File: src/rtl/rpn_pkg.sv
package rpn_pkg;

    // Defaults for the top-level parameters.
    localparam int STACK_DEPTH_DEFAULT = 64;
    localparam int QUEUE_DEPTH_DEFAULT = 4;

    // Data widths fixed by the character and result formats.
    localparam int CHAR_W  = 8;
    localparam int WORD_W  = 32;
    localparam int DIGIT_W = 4;

    // Number of quotient bits, one per divider step.
    localparam int DIV_STEPS  = WORD_W;
    localparam int DIV_STEP_W = $clog2(DIV_STEPS);

    typedef logic [CHAR_W-1:0]  char_t;
    typedef logic [WORD_W-1:0]  word_t;
    typedef logic [DIGIT_W-1:0] digit_t;

    // Character codes that carry meaning.
    localparam char_t CH_ZERO  = 8'h30;
    localparam char_t CH_NINE  = 8'h39;
    localparam char_t CH_PLUS  = 8'h2B;
    localparam char_t CH_MINUS = 8'h2D;
    localparam char_t CH_STAR  = 8'h2A;
    localparam char_t CH_SLASH = 8'h2F;
    localparam char_t CH_EQUAL = 8'h3D;

    // Result status codes.
    typedef enum logic [1:0] {
        ST_VALUE,
        ST_UNDER,
        ST_DIVZERO,
        ST_OVER
    } status_t;

    // Operations after classification.
    typedef enum logic [2:0] {
        OP_DIGIT,
        OP_ADD,
        OP_SUB,
        OP_MUL,
        OP_DIV,
        OP_EQ
    } op_t;

    // Back-end sequencer states.
    typedef enum logic [1:0] {
        BK_IDLE,
        BK_EXEC,
        BK_DIVW
    } back_state_t;

    // One classified operation held in the queue.
    typedef struct packed {
        op_t    op;
        digit_t digit;
    } q_entry_t;

    // Queue write side, driven by the front end.
    typedef struct packed {
        logic     push;
        q_entry_t entry;
    } q_wr_t;

    // Queue read side, seen by the back end.
    typedef struct packed {
        logic     valid;
        q_entry_t entry;
    } q_rd_t;

    // Divider request and response.
    typedef struct packed {
        logic  start;
        word_t num;
        word_t den;
    } div_req_t;

    typedef struct packed {
        logic  done;
        word_t quotient;
    } div_rsp_t;

endpackage

File: src/rtl/rpn_char_if.sv
interface rpn_char_if;
    import rpn_pkg::*;

    logic  valid;
    logic  ready;
    char_t char_code;

    modport source (output valid, output char_code, input ready);
    modport sink (input valid, input char_code, output ready);
endinterface

File: src/rtl/rpn_result_if.sv
interface rpn_result_if;
    import rpn_pkg::*;

    logic               valid;
    logic               ready;
    status_t            status;
    logic signed [31:0] value;

    modport source (output valid, output status, output value, input ready);
    modport sink (input valid, input status, input value, output ready);
endinterface

File: src/rtl/rpn_front.sv
module rpn_front (
    rpn_char_if.sink      chars,
    input  logic          q_full,
    output rpn_pkg::q_wr_t q_wr
);
    import rpn_pkg::*;

    logic known;
    op_t  op;

    // A beat is taken whenever the queue has room; ignored characters are dropped here.
    assign chars.ready = !q_full;

    // Classify the character into an operation.
    always_comb
    begin
        known = 1'b1;
        op    = OP_DIGIT;
        priority if (chars.char_code >= CH_ZERO && chars.char_code <= CH_NINE)
        begin
            op = OP_DIGIT;
        end
        else if (chars.char_code == CH_PLUS)
        begin
            op = OP_ADD;
        end
        else if (chars.char_code == CH_MINUS)
        begin
            op = OP_SUB;
        end
        else if (chars.char_code == CH_STAR)
        begin
            op = OP_MUL;
        end
        else if (chars.char_code == CH_SLASH)
        begin
            op = OP_DIV;
        end
        else if (chars.char_code == CH_EQUAL)
        begin
            op = OP_EQ;
        end
        else
        begin
            known = 1'b0;
        end
    end

    // Only meaningful characters enter the queue.
    always_comb
    begin
        q_wr.push        = chars.valid && chars.ready && known;
        q_wr.entry.op    = op;
        q_wr.entry.digit = DIGIT_W'(chars.char_code - CH_ZERO);
    end
endmodule

File: src/rtl/rpn_queue.sv
module rpn_queue #(
    parameter int QUEUE_DEPTH = rpn_pkg::QUEUE_DEPTH_DEFAULT
) (
    input  logic           clk,
    input  logic           rst_n,
    input  rpn_pkg::q_wr_t wr,
    input  logic           pop,
    output logic           full,
    output rpn_pkg::q_rd_t rd
);
    import rpn_pkg::*;

    localparam int PW = (QUEUE_DEPTH > 1) ? $clog2(QUEUE_DEPTH) : 1;
    localparam int NW = $clog2(QUEUE_DEPTH + 1);

    q_entry_t        slots_reg [QUEUE_DEPTH];
    logic [PW-1:0]   head_reg;
    logic [PW-1:0]   head_next;
    logic [PW-1:0]   tail_reg;
    logic [PW-1:0]   tail_next;
    logic [NW-1:0]   fill_reg;
    logic [NW-1:0]   fill_next;

    assign full         = (fill_reg == NW'(QUEUE_DEPTH));
    assign rd.valid     = (fill_reg != '0);
    assign rd.entry     = slots_reg[head_reg];

    // Pointer and fill updates; pointers wrap at the depth.
    always_comb
    begin
        head_next = head_reg;
        tail_next = tail_reg;
        fill_next = fill_reg;
        if (wr.push)
        begin
            tail_next = (tail_reg == PW'(QUEUE_DEPTH - 1)) ? '0 : tail_reg + PW'(1);
        end
        if (pop)
        begin
            head_next = (head_reg == PW'(QUEUE_DEPTH - 1)) ? '0 : head_reg + PW'(1);
        end
        if (wr.push && !pop)
        begin
            fill_next = fill_reg + NW'(1);
        end
        else if (pop && !wr.push)
        begin
            fill_next = fill_reg - NW'(1);
        end
    end

    always_ff @(posedge clk or negedge rst_n)
    begin
        if (!rst_n)
        begin
            head_reg <= '0;
            tail_reg <= '0;
            fill_reg <= '0;
        end
        else
        begin
            head_reg <= head_next;
            tail_reg <= tail_next;
            fill_reg <= fill_next;
        end
    end

    // Slot storage needs no reset.
    always_ff @(posedge clk)
    begin
        if (wr.push)
        begin
            slots_reg[tail_reg] <= wr.entry;
        end
    end
endmodule

File: src/rtl/rpn_divider.sv
module rpn_divider (
    input  logic              clk,
    input  logic              rst_n,
    input  rpn_pkg::div_req_t req,
    output rpn_pkg::div_rsp_t rsp
);
    import rpn_pkg::*;

    logic                  busy_reg;
    logic                  busy_next;
    logic                  done_reg;
    logic                  done_next;
    logic [DIV_STEP_W-1:0] step_reg;
    logic [DIV_STEP_W-1:0] step_next;
    word_t                 rem_reg;
    word_t                 rem_next;
    word_t                 quo_reg;
    word_t                 quo_next;
    word_t                 den_reg;
    word_t                 den_next;
    logic                  neg_reg;
    logic                  neg_next;
    logic [WORD_W:0]       shifted;
    logic [WORD_W:0]       trial;

    // Restoring division on magnitudes, one quotient bit per cycle.
    assign shifted = {rem_reg, quo_reg[WORD_W-1]};
    assign trial   = shifted - {1'b0, den_reg};

    always_comb
    begin
        busy_next = busy_reg;
        done_next = 1'b0;
        step_next = step_reg;
        rem_next  = rem_reg;
        quo_next  = quo_reg;
        den_next  = den_reg;
        neg_next  = neg_reg;
        if (req.start)
        begin
            busy_next = 1'b1;
            step_next = '0;
            rem_next  = '0;
            quo_next  = req.num[WORD_W-1] ? (WORD_W'(0) - req.num) : req.num;
            den_next  = req.den[WORD_W-1] ? (WORD_W'(0) - req.den) : req.den;
            neg_next  = req.num[WORD_W-1] ^ req.den[WORD_W-1];
        end
        else if (busy_reg)
        begin
            if (trial[WORD_W])
            begin
                rem_next = shifted[WORD_W-1:0];
                quo_next = {quo_reg[WORD_W-2:0], 1'b0};
            end
            else
            begin
                rem_next = trial[WORD_W-1:0];
                quo_next = {quo_reg[WORD_W-2:0], 1'b1};
            end
            step_next = step_reg + DIV_STEP_W'(1);
            if (step_reg == DIV_STEP_W'(DIV_STEPS - 1))
            begin
                busy_next = 1'b0;
                done_next = 1'b1;
            end
        end
    end

    always_ff @(posedge clk or negedge rst_n)
    begin
        if (!rst_n)
        begin
            busy_reg <= 1'b0;
            done_reg <= 1'b0;
            step_reg <= '0;
        end
        else
        begin
            busy_reg <= busy_next;
            done_reg <= done_next;
            step_reg <= step_next;
        end
    end

    always_ff @(posedge clk)
    begin
        rem_reg <= rem_next;
        quo_reg <= quo_next;
        den_reg <= den_next;
        neg_reg <= neg_next;
    end

    // The sign is applied on the way out; the quotient holds after done.
    assign rsp.done     = done_reg;
    assign rsp.quotient = neg_reg ? (WORD_W'(0) - quo_reg) : quo_reg;
endmodule

File: src/rtl/rpn_back.sv
module rpn_back #(
    parameter int STACK_DEPTH = rpn_pkg::STACK_DEPTH_DEFAULT
) (
    input  logic              clk,
    input  logic              rst_n,
    input  rpn_pkg::q_rd_t    q_rd,
    output logic              q_pop,
    output rpn_pkg::div_req_t div_req,
    input  rpn_pkg::div_rsp_t div_rsp,
    rpn_result_if.source      results
);
    import rpn_pkg::*;

    localparam int AW        = $clog2(STACK_DEPTH);
    localparam int CW        = $clog2(STACK_DEPTH + 1);
    localparam int MEM_DEPTH = 1 << AW;

    // The top entry lives in top_reg; the entries below it live in the memory.
    word_t         stack_mem [MEM_DEPTH];
    word_t         rd_data_reg;
    logic [AW-1:0] rd_addr;
    logic          wr_en;
    logic [AW-1:0] wr_addr;
    word_t         wr_data;

    back_state_t   state_reg;
    back_state_t   state_next;
    logic [CW-1:0] count_reg;
    logic [CW-1:0] count_next;
    word_t         top_reg;
    word_t         top_next;
    op_t           op_reg;
    op_t           op_next;
    logic          out_valid_reg;
    logic          out_valid_next;
    status_t       out_status_reg;
    status_t       out_status_next;
    word_t         out_value_reg;
    word_t         out_value_next;

    logic          slot_free;
    logic          is_full;
    logic          no_entries;
    logic          below_two;
    logic          div_zero;
    logic          binop;
    logic          emits;
    logic          go;

    // Classification of the head operation against the stack state.
    assign slot_free  = !out_valid_reg || results.ready;
    assign is_full    = (count_reg == CW'(STACK_DEPTH));
    assign no_entries = (count_reg == '0);
    assign below_two  = (count_reg < CW'(2));
    assign div_zero   = (q_rd.entry.op == OP_DIV) && (top_reg == '0);
    assign binop      = (q_rd.entry.op == OP_ADD) || (q_rd.entry.op == OP_SUB) ||
                        (q_rd.entry.op == OP_MUL) || (q_rd.entry.op == OP_DIV);
    assign emits      = ((q_rd.entry.op == OP_DIGIT) && is_full) ||
                        (q_rd.entry.op == OP_EQ) ||
                        (binop && (below_two || div_zero));
    assign go         = (state_reg == BK_IDLE) && q_rd.valid && (!emits || slot_free);
    assign q_pop      = go;
    assign rd_addr    = AW'(count_reg - CW'(2));

    // Next state.
    always_comb
    begin
        state_next = state_reg;
        unique case (state_reg)
            BK_IDLE:
            begin
                if (go && binop && !below_two && !div_zero)
                begin
                    state_next = BK_EXEC;
                end
            end
            BK_EXEC:
            begin
                state_next = (op_reg == OP_DIV) ? BK_DIVW : BK_IDLE;
            end
            BK_DIVW:
            begin
                if (div_rsp.done)
                begin
                    state_next = BK_IDLE;
                end
            end
            default:
            begin
                state_next = BK_IDLE;
            end
        endcase
    end

    // Datapath and result control.
    always_comb
    begin
        count_next      = count_reg;
        top_next        = top_reg;
        op_next         = op_reg;
        out_valid_next  = out_valid_reg && !results.ready;
        out_status_next = out_status_reg;
        out_value_next  = out_value_reg;
        wr_en           = 1'b0;
        wr_addr         = AW'(count_reg - CW'(1));
        wr_data         = top_reg;
        div_req.start   = 1'b0;
        div_req.num     = rd_data_reg;
        div_req.den     = top_reg;
        unique case (state_reg)
            BK_IDLE:
            begin
                if (go)
                begin
                    unique case (q_rd.entry.op)
                        OP_DIGIT:
                        begin
                            if (is_full)
                            begin
                                out_valid_next  = 1'b1;
                                out_status_next = ST_OVER;
                                out_value_next  = '0;
                                count_next      = '0;
                            end
                            else
                            begin
                                wr_en      = !no_entries;
                                top_next   = WORD_W'(q_rd.entry.digit);
                                count_next = count_reg + CW'(1);
                            end
                        end
                        OP_EQ:
                        begin
                            out_valid_next  = 1'b1;
                            out_status_next = no_entries ? ST_UNDER : ST_VALUE;
                            out_value_next  = no_entries ? '0 : top_reg;
                            count_next      = '0;
                        end
                        default:
                        begin
                            if (below_two)
                            begin
                                out_valid_next  = 1'b1;
                                out_status_next = ST_UNDER;
                                out_value_next  = '0;
                                count_next      = '0;
                            end
                            else if (div_zero)
                            begin
                                out_valid_next  = 1'b1;
                                out_status_next = ST_DIVZERO;
                                out_value_next  = '0;
                                count_next      = '0;
                            end
                            else
                            begin
                                op_next = q_rd.entry.op;
                            end
                        end
                    endcase
                end
            end
            BK_EXEC:
            begin
                unique case (op_reg)
                    OP_ADD:
                    begin
                        top_next   = rd_data_reg + top_reg;
                        count_next = count_reg - CW'(1);
                    end
                    OP_SUB:
                    begin
                        top_next   = rd_data_reg - top_reg;
                        count_next = count_reg - CW'(1);
                    end
                    OP_MUL:
                    begin
                        top_next   = rd_data_reg * top_reg;
                        count_next = count_reg - CW'(1);
                    end
                    OP_DIV:
                    begin
                        div_req.start = 1'b1;
                    end
                    default:
                    begin
                        top_next = top_reg;
                    end
                endcase
            end
            BK_DIVW:
            begin
                if (div_rsp.done)
                begin
                    top_next   = div_rsp.quotient;
                    count_next = count_reg - CW'(1);
                end
            end
            default:
            begin
                top_next = top_reg;
            end
        endcase
    end

    always_ff @(posedge clk or negedge rst_n)
    begin
        if (!rst_n)
        begin
            state_reg     <= BK_IDLE;
            count_reg     <= '0;
            out_valid_reg <= 1'b0;
        end
        else
        begin
            state_reg     <= state_next;
            count_reg     <= count_next;
            out_valid_reg <= out_valid_next;
        end
    end

    always_ff @(posedge clk)
    begin
        top_reg        <= top_next;
        op_reg         <= op_next;
        out_status_reg <= out_status_next;
        out_value_reg  <= out_value_next;
    end

    // Stack memory: one write port, one registered read port.
    always_ff @(posedge clk)
    begin
        if (wr_en)
        begin
            stack_mem[wr_addr] <= wr_data;
        end
        rd_data_reg <= stack_mem[rd_addr];
    end

    assign results.valid  = out_valid_reg;
    assign results.status = out_status_reg;
    assign results.value  = out_value_reg;
endmodule

File: src/rtl/rpn_stack_calculator_unit.sv
// Channel   Role    Payload                      Beat
// chars     sink    char_code[7:0]               one character
// results   source  status[1:0], value[31:0]     one value or status
//
// A digit is done in the back end as it is popped; + - * take a stack memory
// read, then compute; / takes decode, operand read, 32 quotient steps of the
// iterative divider, then writeback. Ignored characters are dropped at
// the front. Reset clears the stack count, the queue and the result register;
// no clearing pass is needed. A stalled result blocks only operations that
// emit; the queue keeps taking characters while it has room.
module rpn_stack_calculator_unit #(
    parameter int STACK_DEPTH = rpn_pkg::STACK_DEPTH_DEFAULT,
    parameter int QUEUE_DEPTH = rpn_pkg::QUEUE_DEPTH_DEFAULT
) (
    input  logic         clk,
    input  logic         rst_n,
    rpn_char_if.sink     chars,
    rpn_result_if.source results
);
    import rpn_pkg::*;

    q_wr_t    q_wr;
    q_rd_t    q_rd;
    logic     q_full;
    logic     q_pop;
    div_req_t div_req;
    div_rsp_t div_rsp;

    // Front end: classification into the queue.
    rpn_front u_front (
        .chars  (chars),
        .q_full (q_full),
        .q_wr   (q_wr)
    );

    // Decoupling queue.
    rpn_queue #(
        .QUEUE_DEPTH (QUEUE_DEPTH)
    ) u_queue (
        .clk   (clk),
        .rst_n (rst_n),
        .wr    (q_wr),
        .pop   (q_pop),
        .full  (q_full),
        .rd    (q_rd)
    );

    // Divider used by the back end.
    rpn_divider u_divider (
        .clk   (clk),
        .rst_n (rst_n),
        .req   (div_req),
        .rsp   (div_rsp)
    );

    // Back end: stack engine and result register.
    rpn_back #(
        .STACK_DEPTH (STACK_DEPTH)
    ) u_back (
        .clk     (clk),
        .rst_n   (rst_n),
        .q_rd    (q_rd),
        .q_pop   (q_pop),
        .div_req (div_req),
        .div_rsp (div_rsp),
        .results (results)
    );

`ifndef SYNTHESIS
    // The front end never pushes into a full queue.
    assert property (@(posedge clk) disable iff (!rst_n) q_wr.push |-> !q_full)
        else $error("push into full queue");

    // The back end never pops an empty queue.
    assert property (@(posedge clk) disable iff (!rst_n) q_pop |-> q_rd.valid)
        else $error("pop from empty queue");

    // A divide cannot finish in the cycle after it starts.
    assert property (@(posedge clk) disable iff (!rst_n) div_req.start |=> !div_rsp.done)
        else $error("divider finished too early");

    // Error statuses carry a zero value.
    assert property (@(posedge clk) disable iff (!rst_n)
        (results.valid && results.status != ST_VALUE) |-> (results.value == 0))
        else $error("nonzero value with error status");
`endif
endmodule

File: src/flat_wrapper.sv
// flat-port wrapper written by rule: the top's interface ports become plain ports
module rpn_stack_calculator_unit_flat import rpn_pkg::*;
#(
    parameter int STACK_DEPTH = rpn_pkg::STACK_DEPTH_DEFAULT,
    parameter int QUEUE_DEPTH = rpn_pkg::QUEUE_DEPTH_DEFAULT
)
  (clk, rst_n, chars_valid, chars_char_code, chars_ready, results_valid, results_status, results_value, results_ready);
  rpn_char_if chars_i ();
  rpn_result_if results_i ();
  input  logic clk;
  input  logic rst_n;
  input wire logic [$bits(chars_i.valid)-1:0] chars_valid;
  input wire logic [$bits(chars_i.char_code)-1:0] chars_char_code;
  output wire logic [$bits(chars_i.ready)-1:0] chars_ready;
  output wire logic [$bits(results_i.valid)-1:0] results_valid;
  output wire logic [$bits(results_i.status)-1:0] results_status;
  output wire logic [$bits(results_i.value)-1:0] results_value;
  input wire logic [$bits(results_i.ready)-1:0] results_ready;
  assign chars_i.valid = chars_valid;
  assign chars_i.char_code = chars_char_code;
  assign chars_ready = chars_i.ready;
  assign results_valid = results_i.valid;
  assign results_status = results_i.status;
  assign results_value = results_i.value;
  assign results_i.ready = results_ready;
  rpn_stack_calculator_unit #(.STACK_DEPTH(STACK_DEPTH), .QUEUE_DEPTH(QUEUE_DEPTH)) u_core (.clk(clk), .rst_n(rst_n), .chars(chars_i), .results(results_i));
endmodule
File: config.mk
export PLATFORM = sky130hd
export DESIGN_NAME = rpn_stack_calculator_unit_flat
export DESIGN_NICKNAME = d
export VERILOG_FILES = /design/src/rtl/rpn_pkg.sv /design/src/rtl/rpn_char_if.sv /design/src/rtl/rpn_result_if.sv /design/src/rtl/rpn_front.sv /design/src/rtl/rpn_queue.sv /design/src/rtl/rpn_divider.sv /design/src/rtl/rpn_back.sv /design/src/rtl/rpn_stack_calculator_unit.sv /design/src/flat_wrapper.sv
export SDC_FILE = /design/constraint.sdc
export NUM_CORES = 2
export LEC_CHECK = 0
export BUFFER_PORTS_ARGS = -buffer_cell sky130_fd_sc_hd__buf_2
export CELL_PAD_IN_SITES_DETAIL_PLACEMENT = 1
export CELL_PAD_IN_SITES_GLOBAL_PLACEMENT = 1
export CORE_AREA = 2 2 526 528
export DETAILED_ROUTE_END_ITERATION = 12
export DIE_AREA = 0 0 528 530
export GPL_TIMING_DRIVEN = 0
export PLACE_DENSITY = 0.71
export SLEW_MARGIN = 30
export SYNTH_ARGS = -nofsm -noshare
export SYNTH_HDL_FRONTEND = slang
export SYNTH_SLANG_ARGS = --single-unit
File: constraint.sdc
create_clock -name clk -period 7.5 [get_ports clk]
set_input_delay 1.5 -clock clk [delete_from_list [all_inputs] [get_ports clk]]
set_output_delay 1.5 -clock clk [all_outputs]
set_load 0.02 [all_outputs]
; Yosys cells after proc, flatten, opt, wreduce, memory -nomap -nowiden
; Memories as Yosys holds them, arrays and structs flattened. A register that Yosys moved wholly into a read port is not among the register bits.
; Index checks and enable logic that the tools add are counted.
[classes]
addsub = 15
multipliers = 1
order_cmp = 3
eq_ne = 30
muxes = 75
bitwise = 4
reduce_logical = 47
[op_table]
columns = cell, count
row1 = two-way mux 32 bit, 13
row2 = one-hot mux 32 bit (3 select lines), 2
row3 = "subtractor 1 x 32 -> 32 bit, first input constant", 3
row4 = one-hot mux 32 bit (2 select lines), 1
row5 = two-way mux 7 bit, 6
row6 = "equality test 8 x 6 -> 1 bit, second input constant", 5
row7 = subtractor 33 x 32 -> 33 bit, 1
row8 = adder 32 bit, 1
row9 = zero test 32 bit, 1
row10 = multiplier 32 x 32 -> 32 bit, 1
row11 = subtractor 32 bit, 1
row12 = two-way mux 31 bit, 1
row13 = two-way mux 1 bit, 29
row14 = two-way mux 3 bit, 8
row15 = one-hot mux 7 bit (3 select lines), 1
row16 = two-way mux 2 bit, 8
row17 = logical AND 1 bit, 14
row18 = one-hot mux 7 bit (2 select lines), 1
row19 = "equality test 3 x 2 -> 1 bit, second input constant", 4
row20 = "equality test 3 bit, second input constant", 4
row21 = two-way mux 5 bit, 2
row22 = "inequality test 2 bit, second input constant", 5
row23 = AND reduction 5 bit, 2
row24 = zero test 1 bit, 9
row25 = 36 further kinds, 52
[word_totals]
reg_bits = 190
ramBits = 2076
in_bits = 12
output_inout_bits = 36
word_cells = 195
memories = 2
[mem_list]
columns = memory, depth, width, read_ports, rd_clocked_by_memory_dff, write_ports, line
row1 = u_core.u_back.stack_mem, 64, 32, 1, 1, 1, rpn_back.sv:19  ; word_t stack_mem [MEM_DEPTH];
row2 = u_core.u_queue.slots_reg, 4, 7, 1, 0, 1, rpn_queue.sv:16  ; q_entry_t slots_reg [QUEUE_DEPTH];

; Longest topological paths before layout
; An unclocked memory read counts as a cell.
[logic_depth]
word_depth = 15
depth_mapped = 28
depth_no_buf = 26

; By module
; Synthesis repeated with hierarchy kept, for this count alone.
[unflattened]
hier_cells = 6464
hier_area_um2 = 109709.0
[modules_own_cells]
columns = mod, instances, cells_each, area_per_inst_um2, seq_area_each_um2
row1 = rpn_back, 1, 5470, 100316.2, 64461.8
row2 = rpn_divider, 1, 897, 7803.7, 2767.7
row3 = rpn_queue, 1, 74, 1427.6, 1016.0
row4 = rpn_front, 1, 23, 161.4, 0.0

; Least setup slack after synthesis
; OpenSTA, ideal clock, no wires.
[synth_timing]
path_kind = flip-flop to flip-flop
startpoint = register u_core.u_back.top_reg[8]
endpoint = register u_core.u_back.top_reg[28] (data pin)
setup_ps = 270
t_arrival_ps = 7696
required_time_ps = 7230
slack_ps = -466
stages_incl_launch_ff = 27
n_path_buf = 2
synth_period_minus_slack_ps = 7966
cell_sequence = edfxtp_1 > clkbuf_1 > buf_1 > nand2_1 > fa_1 > inv_1 > fa_1 > fa_1 > inv_1 > fa_1 > inv_1 > fa_1 > inv_1 > fa_1 > inv_1 > fa_1 > fa_1 > ha_1 > a21oi_1 > nor2b_1 > o21a_1 > a211oi_1 > nand2_1 > a21bo_2 > a211oi_1 > nor2_1 > or3b_2
[synth_between]
elab_chain_len = 3
elab_cells_between_ends = 5
cone_classes = add/sub: 2 / mul: 1 / mux: 2
[synth_lines]
columns = item, line
row1 = from (decl), rpn_back.sv:30  ; word_t top_reg;
row2 = from (signal assigned), rpn_back.sv:224  ; top_reg <= top_next;
row3 = multiplier 32 x 32 -> 32 bit (tied with other cells), rpn_back.sv:178  ; top_next = rd_data_reg * top_reg;
row4 = one-hot mux 32 bit (3 select lines) (*), rpn_back.sv:165  ; unique case (op_reg)
row5 = one-hot mux 32 bit (3 select lines) (*), rpn_back.sv:110  ; unique case (state_reg)
row6 = via u_core.u_back.top_next[28], rpn_back.sv:31  ; word_t top_next;
; Mark *: on every way through the listed nets, which the timed path passes. The rest lies on a longest branch.
; A chain may end at the register's enable or synchronous reset.

; Final worst setup path
[layout_timing]
startpoint = register u_core.u_back.top_reg[7]
endpoint = register u_core.u_back.top_reg[28] (data pin)
; Same word-level chain as after synthesis.

==> flow_metrics.py <==
metrics = {
    "grt": {
        "grt_usage": 0.263,
        "grt_max_degree": 40,
        "first_global_vias": 67560,
        "antenna_found_initial": 37,
        "gr-total-overflow": 0,
        "grt_pass1_wl_um": 518000,
    },
    "clocking": {
        "cts_tree": "built",
        "cts_sinks": 2298,
        "root_buffer": "clkbuf_16",
        "cts_hold_buffers": 0,
        "clockBufferDepth": 4,
        "cts_inserted_buffers": 234,
        "clk_pin_slew_worst_paths_ns": 0.06,
        "h-tree-depth": 4,
        "insertion_delay_ns": 0.93,
    },
    "logic_synthesis": {
        "ys_warn_count": 0,
        "synth_fa_ha_area_frac": 0.0991,
        "synthSimpleGateAreaFrac": 0.0532,
        "synth_edf_count": 2210,
        "ys_seq_elements": 2298,
        "synth_top_family_by_area": "multiplexers",
        "syn_area_per_cell_um2": 17.1,
        "ys_seq_area_frac": 0.625,
        "syn_area_um2": 109000,
        "synth_compound_area_frac": 0.0297,
        "synthXorXnorAreaFrac": 0.0213,
        "async_flop_share": 0.0104,
        "synth_ff_type": "edfxtp_1",
        "syn-instance-count": 6367,
        "yosysUniqueCellTypes": 81,
        "synth_nets": 6997,
        "muxShareOfSynthArea": 0.144,
    },
    "final_layout": {
        "nNetsFinal": 7629,
        "seq_area_um2": 68300,
        "area_delta_synth_final_pct": 19.0,
        "regMostFlops": "u_core.u_back.stack_mem",
        "nFillCells": 25991,
        "multi_input_comb_area_um2": 39000,
        "largest_reg_flops": 2048,
        "drive_gt1_frac": 0.259,
        "fin_cells": 10795,
    },
    "setup_path": {
        "arrival_ns": 8.17,
        "worst-path-max-fanout": 7,
        "critical_path_required_ns": 8.09,
        "start_kind": "flop",
        "critPathKind": "reg -> reg",
        "critPathCaptureType": "flop",
    },
    "route": {
        "wl_met1_um": 137000,
        "vias": 64220,
        "top_layer": "met5",
        "wl_met3_um": 33100,
        "wl_met2_um": 174000,
        "first_pass_iters": 5,
        "ant_nets": 0,
        "drt_iter0_markers": 7662,
        "wl_um": 368000,
        "wl_per_cell_um": 34.0,
        "drc": 0,
        "vias_per_cell": 5.95,
    },
    "placement": {
        "dp_cells": 10269,
        "gp_congestion": 0.946,
        "io_buffers": 47,
        "dp_slack_ns": -1.88,
        "hpwl_um": 260000,
    },
    "sta": {
        "maxSlewViolCount": 0,
        "skew_ns": 0.103,
        "max_freq_mhz": 132,
        "fin_crit_ns": 7.58,
        "fin_ws_ns": -0.0785,
        "hold_violations": 0,
        "grt_setup_unrepaired": "yes",
        "setup_viol": 16,
        "worstMarginPinSlew_ns": 1.06,
        "post-route-period-util": 1.01,
        "maxSlewHeadroom": 0.295,
        "tns_ns": -0.492,
    },
    "die": {
        "die_h_um": 530,
        "die_area_um2": 280000,
        "core_um2": 275000,
        "placementRows": 193,
        "io_pins": 48,
        "initial_utilization": 0.397,
        "chipWidth_um": 528,
    },
    "min_path": {
        "hp-class": "reg -> reg",
    },
    "flow_run": {
        "cap_violations": 0,
    },
    "outcome": {
        "violations": "negative setup slack",
        "status": "finished, violations left",
    },
}
## cells by family (layout without fill, tap and decap cells)
logic type	Yosys count	count (layout)
other	0	10
muxes	725	725
DFF	2298	2298
xor gates and xnor gates	264	264
buffers and inverters	802	1613
adders and majority gates	618	618
and+or+nand+nor	1153	1153
AOI/OAI and AO/OA	507	507
## metrics by stage
| step | hold slack, ns | utilization | cell area [um2] |
|---|---|---|---|
| 6_report | 0.513 | 0.473 | 130000 |
| 4_1_cts | 0.509 | 0.471 | 129000 |
| 5_1_grt | 0.544 | 0.472 | 130000 |
| 3_3_place_gp | 0.487 | 0.416 | 114000 |
| 3_5_place_dp | 0.498 | 0.437 | 120000 |
| 2_1_floorplan | 0.465 | - | 110000 |
## layer usage
metal / global-route usage / vias up
met2: 0.424 / 3662
met3: 0.0575 / 986
met5: 0 / -
li1: - / 25377
met1: 0.334 / 34165
met4: 0.135 / 30
## Yosys cell counts, types with 16 or more instances
master | count | share of area
a21o_1 | 39 | 0.0027
buf_2 | 16 | 0.00073
nor3_1 | 29 | 0.0013
and2_1 | 352 | 0.020
nor4_1 | 16 | 0.00092
nand2b_1 | 17 | 0.00097
xnor2_1 | 155 | 0.012
nor2_1 | 164 | 0.0056
nor2b_1 | 30 | 0.0017
and3_1 | 16 | 0.00092
o21a_1 | 23 | 0.0016
o21ai_0 | 154 | 0.0071
clkbuf_1 | 285 | 0.0098
ha_1 | 207 | 0.024
nand3_1 | 41 | 0.0019
xor2_1 | 108 | 0.0087
nand2_1 | 404 | 0.014
dfrtp_1 | 24 | 0.0055
mux4_2 | 672 | 0.14
inv_1 | 447 | 0.015
edfxtp_1 | 2210 | 0.61
buf_1 | 49 | 0.0017
fa_1 | 411 | 0.075
dfxtp_1 | 64 | 0.012
a21oi_1 | 111 | 0.0051
or3_1 | 24 | 0.0014
mux2i_1 | 45 | 0.0041
o31ai_1 | 41 | 0.0028
## path summary, 6_finish.rpt
path                                                           from                                       end  slack (ns)  cells after the start
max                              u_core.u_back.top_reg[7]$_DFFE_PP_       u_core.u_back.top_reg[28]$_DFFE_PP_       -0.08                     25
min reg2reg                u_core.u_divider.rem_reg[1]$_SDFFE_PP0P_  u_core.u_divider.rem_reg[1]$_SDFFE_PP0P_        0.51                      2
max in group asynchronous                                     rst_n    u_core.u_back.count_reg[2]$_DFFE_PN0P_        6.16                      1
min                        u_core.u_divider.rem_reg[1]$_SDFFE_PP0P_  u_core.u_divider.rem_reg[1]$_SDFFE_PP0P_        0.51                      2
max reg2reg                      u_core.u_back.top_reg[7]$_DFFE_PP_       u_core.u_back.top_reg[28]$_DFFE_PP_       -0.08                     25
min in group asynchronous                                     rst_n    u_core.u_back.count_reg[5]$_DFFE_PN0P_        0.72                      1
## final cells by class
type / instances / area share
clock inverters: 135 / 0.0104
clock buffers: 280 / 0.0470
flip-flops and latches: 2298 / 0.526
multi-input cells: 3267 / 0.300
inverters: 447 / 0.0129
well taps: 3607 / 0.0348
repair buffers: 410 / 0.0510
diodes: 10 / 0.000193
plain buffers: 341 / 0.0175
## layout by cell type (no fill, tap or decap), drive strengths merged, types with 11 or more instances in the layout
master / synthesis / final
a21oi: 111 / 111
and2: 352 / 352
nor2b: 30 / 30
nor2: 164 / 164
a21o: 39 / 39
edfxtp: 2210 / 2210
clkinv: 0 / 93
nand2: 404 / 404
fa: 411 / 411
o41ai: 11 / 11
a211oi: 15 / 15
nand3: 41 / 41
inv: 447 / 453
a21boi: 11 / 11
o21a: 23 / 23
dfrtp: 24 / 24
nand2b: 17 / 17
xnor2: 155 / 155
o21ai: 161 / 161
ha: 207 / 207
clkbuf: 285 / 544
xor2: 109 / 109
buf: 70 / 485
and3: 16 / 16
mux2i: 45 / 45
bufinv: 0 / 26
a22oi: 15 / 15
nor3: 29 / 29
mux4: 672 / 672
or3: 29 / 29
nor4: 17 / 17
or4: 12 / 12
dfxtp: 64 / 64
o31ai: 42 / 42
## critical path, cell delays in order, from the launching register on
cell and delay, ns:
edfxtp_1 0.47, clkbuf_16 0.22, clkbuf_16 0.17, and2_4 0.16
fa_1 0.56, fa_2 0.44, fa_1 0.51, inv_2 0.05
fa_1 0.53, inv_1 0.05, fa_1 0.49, inv_2 0.04
fa_1 0.49, inv_2 0.04, fa_2 0.54, fa_2 0.48
ha_4 0.19, a21oi_4 0.15, nor2b_2 0.05, o21a_1 0.21
a211oi_2 0.22, nand2_2 0.12, a21bo_2 0.24, a211oi_4 0.32
nor2_4 0.11, or3b_4 0.41
## timing repair
item | CTS | global route
pin swaps | 54 | 51
endpoints found under the setup margin | 451 | 18
gates cloned | 2 | 1
resized for setup | 254 | 85
buffers inserted | 93 | 19
Power is left out: the tool's default activity adds up to more than one toggle a clock period on the data nets, which glitch-free logic cannot reach.
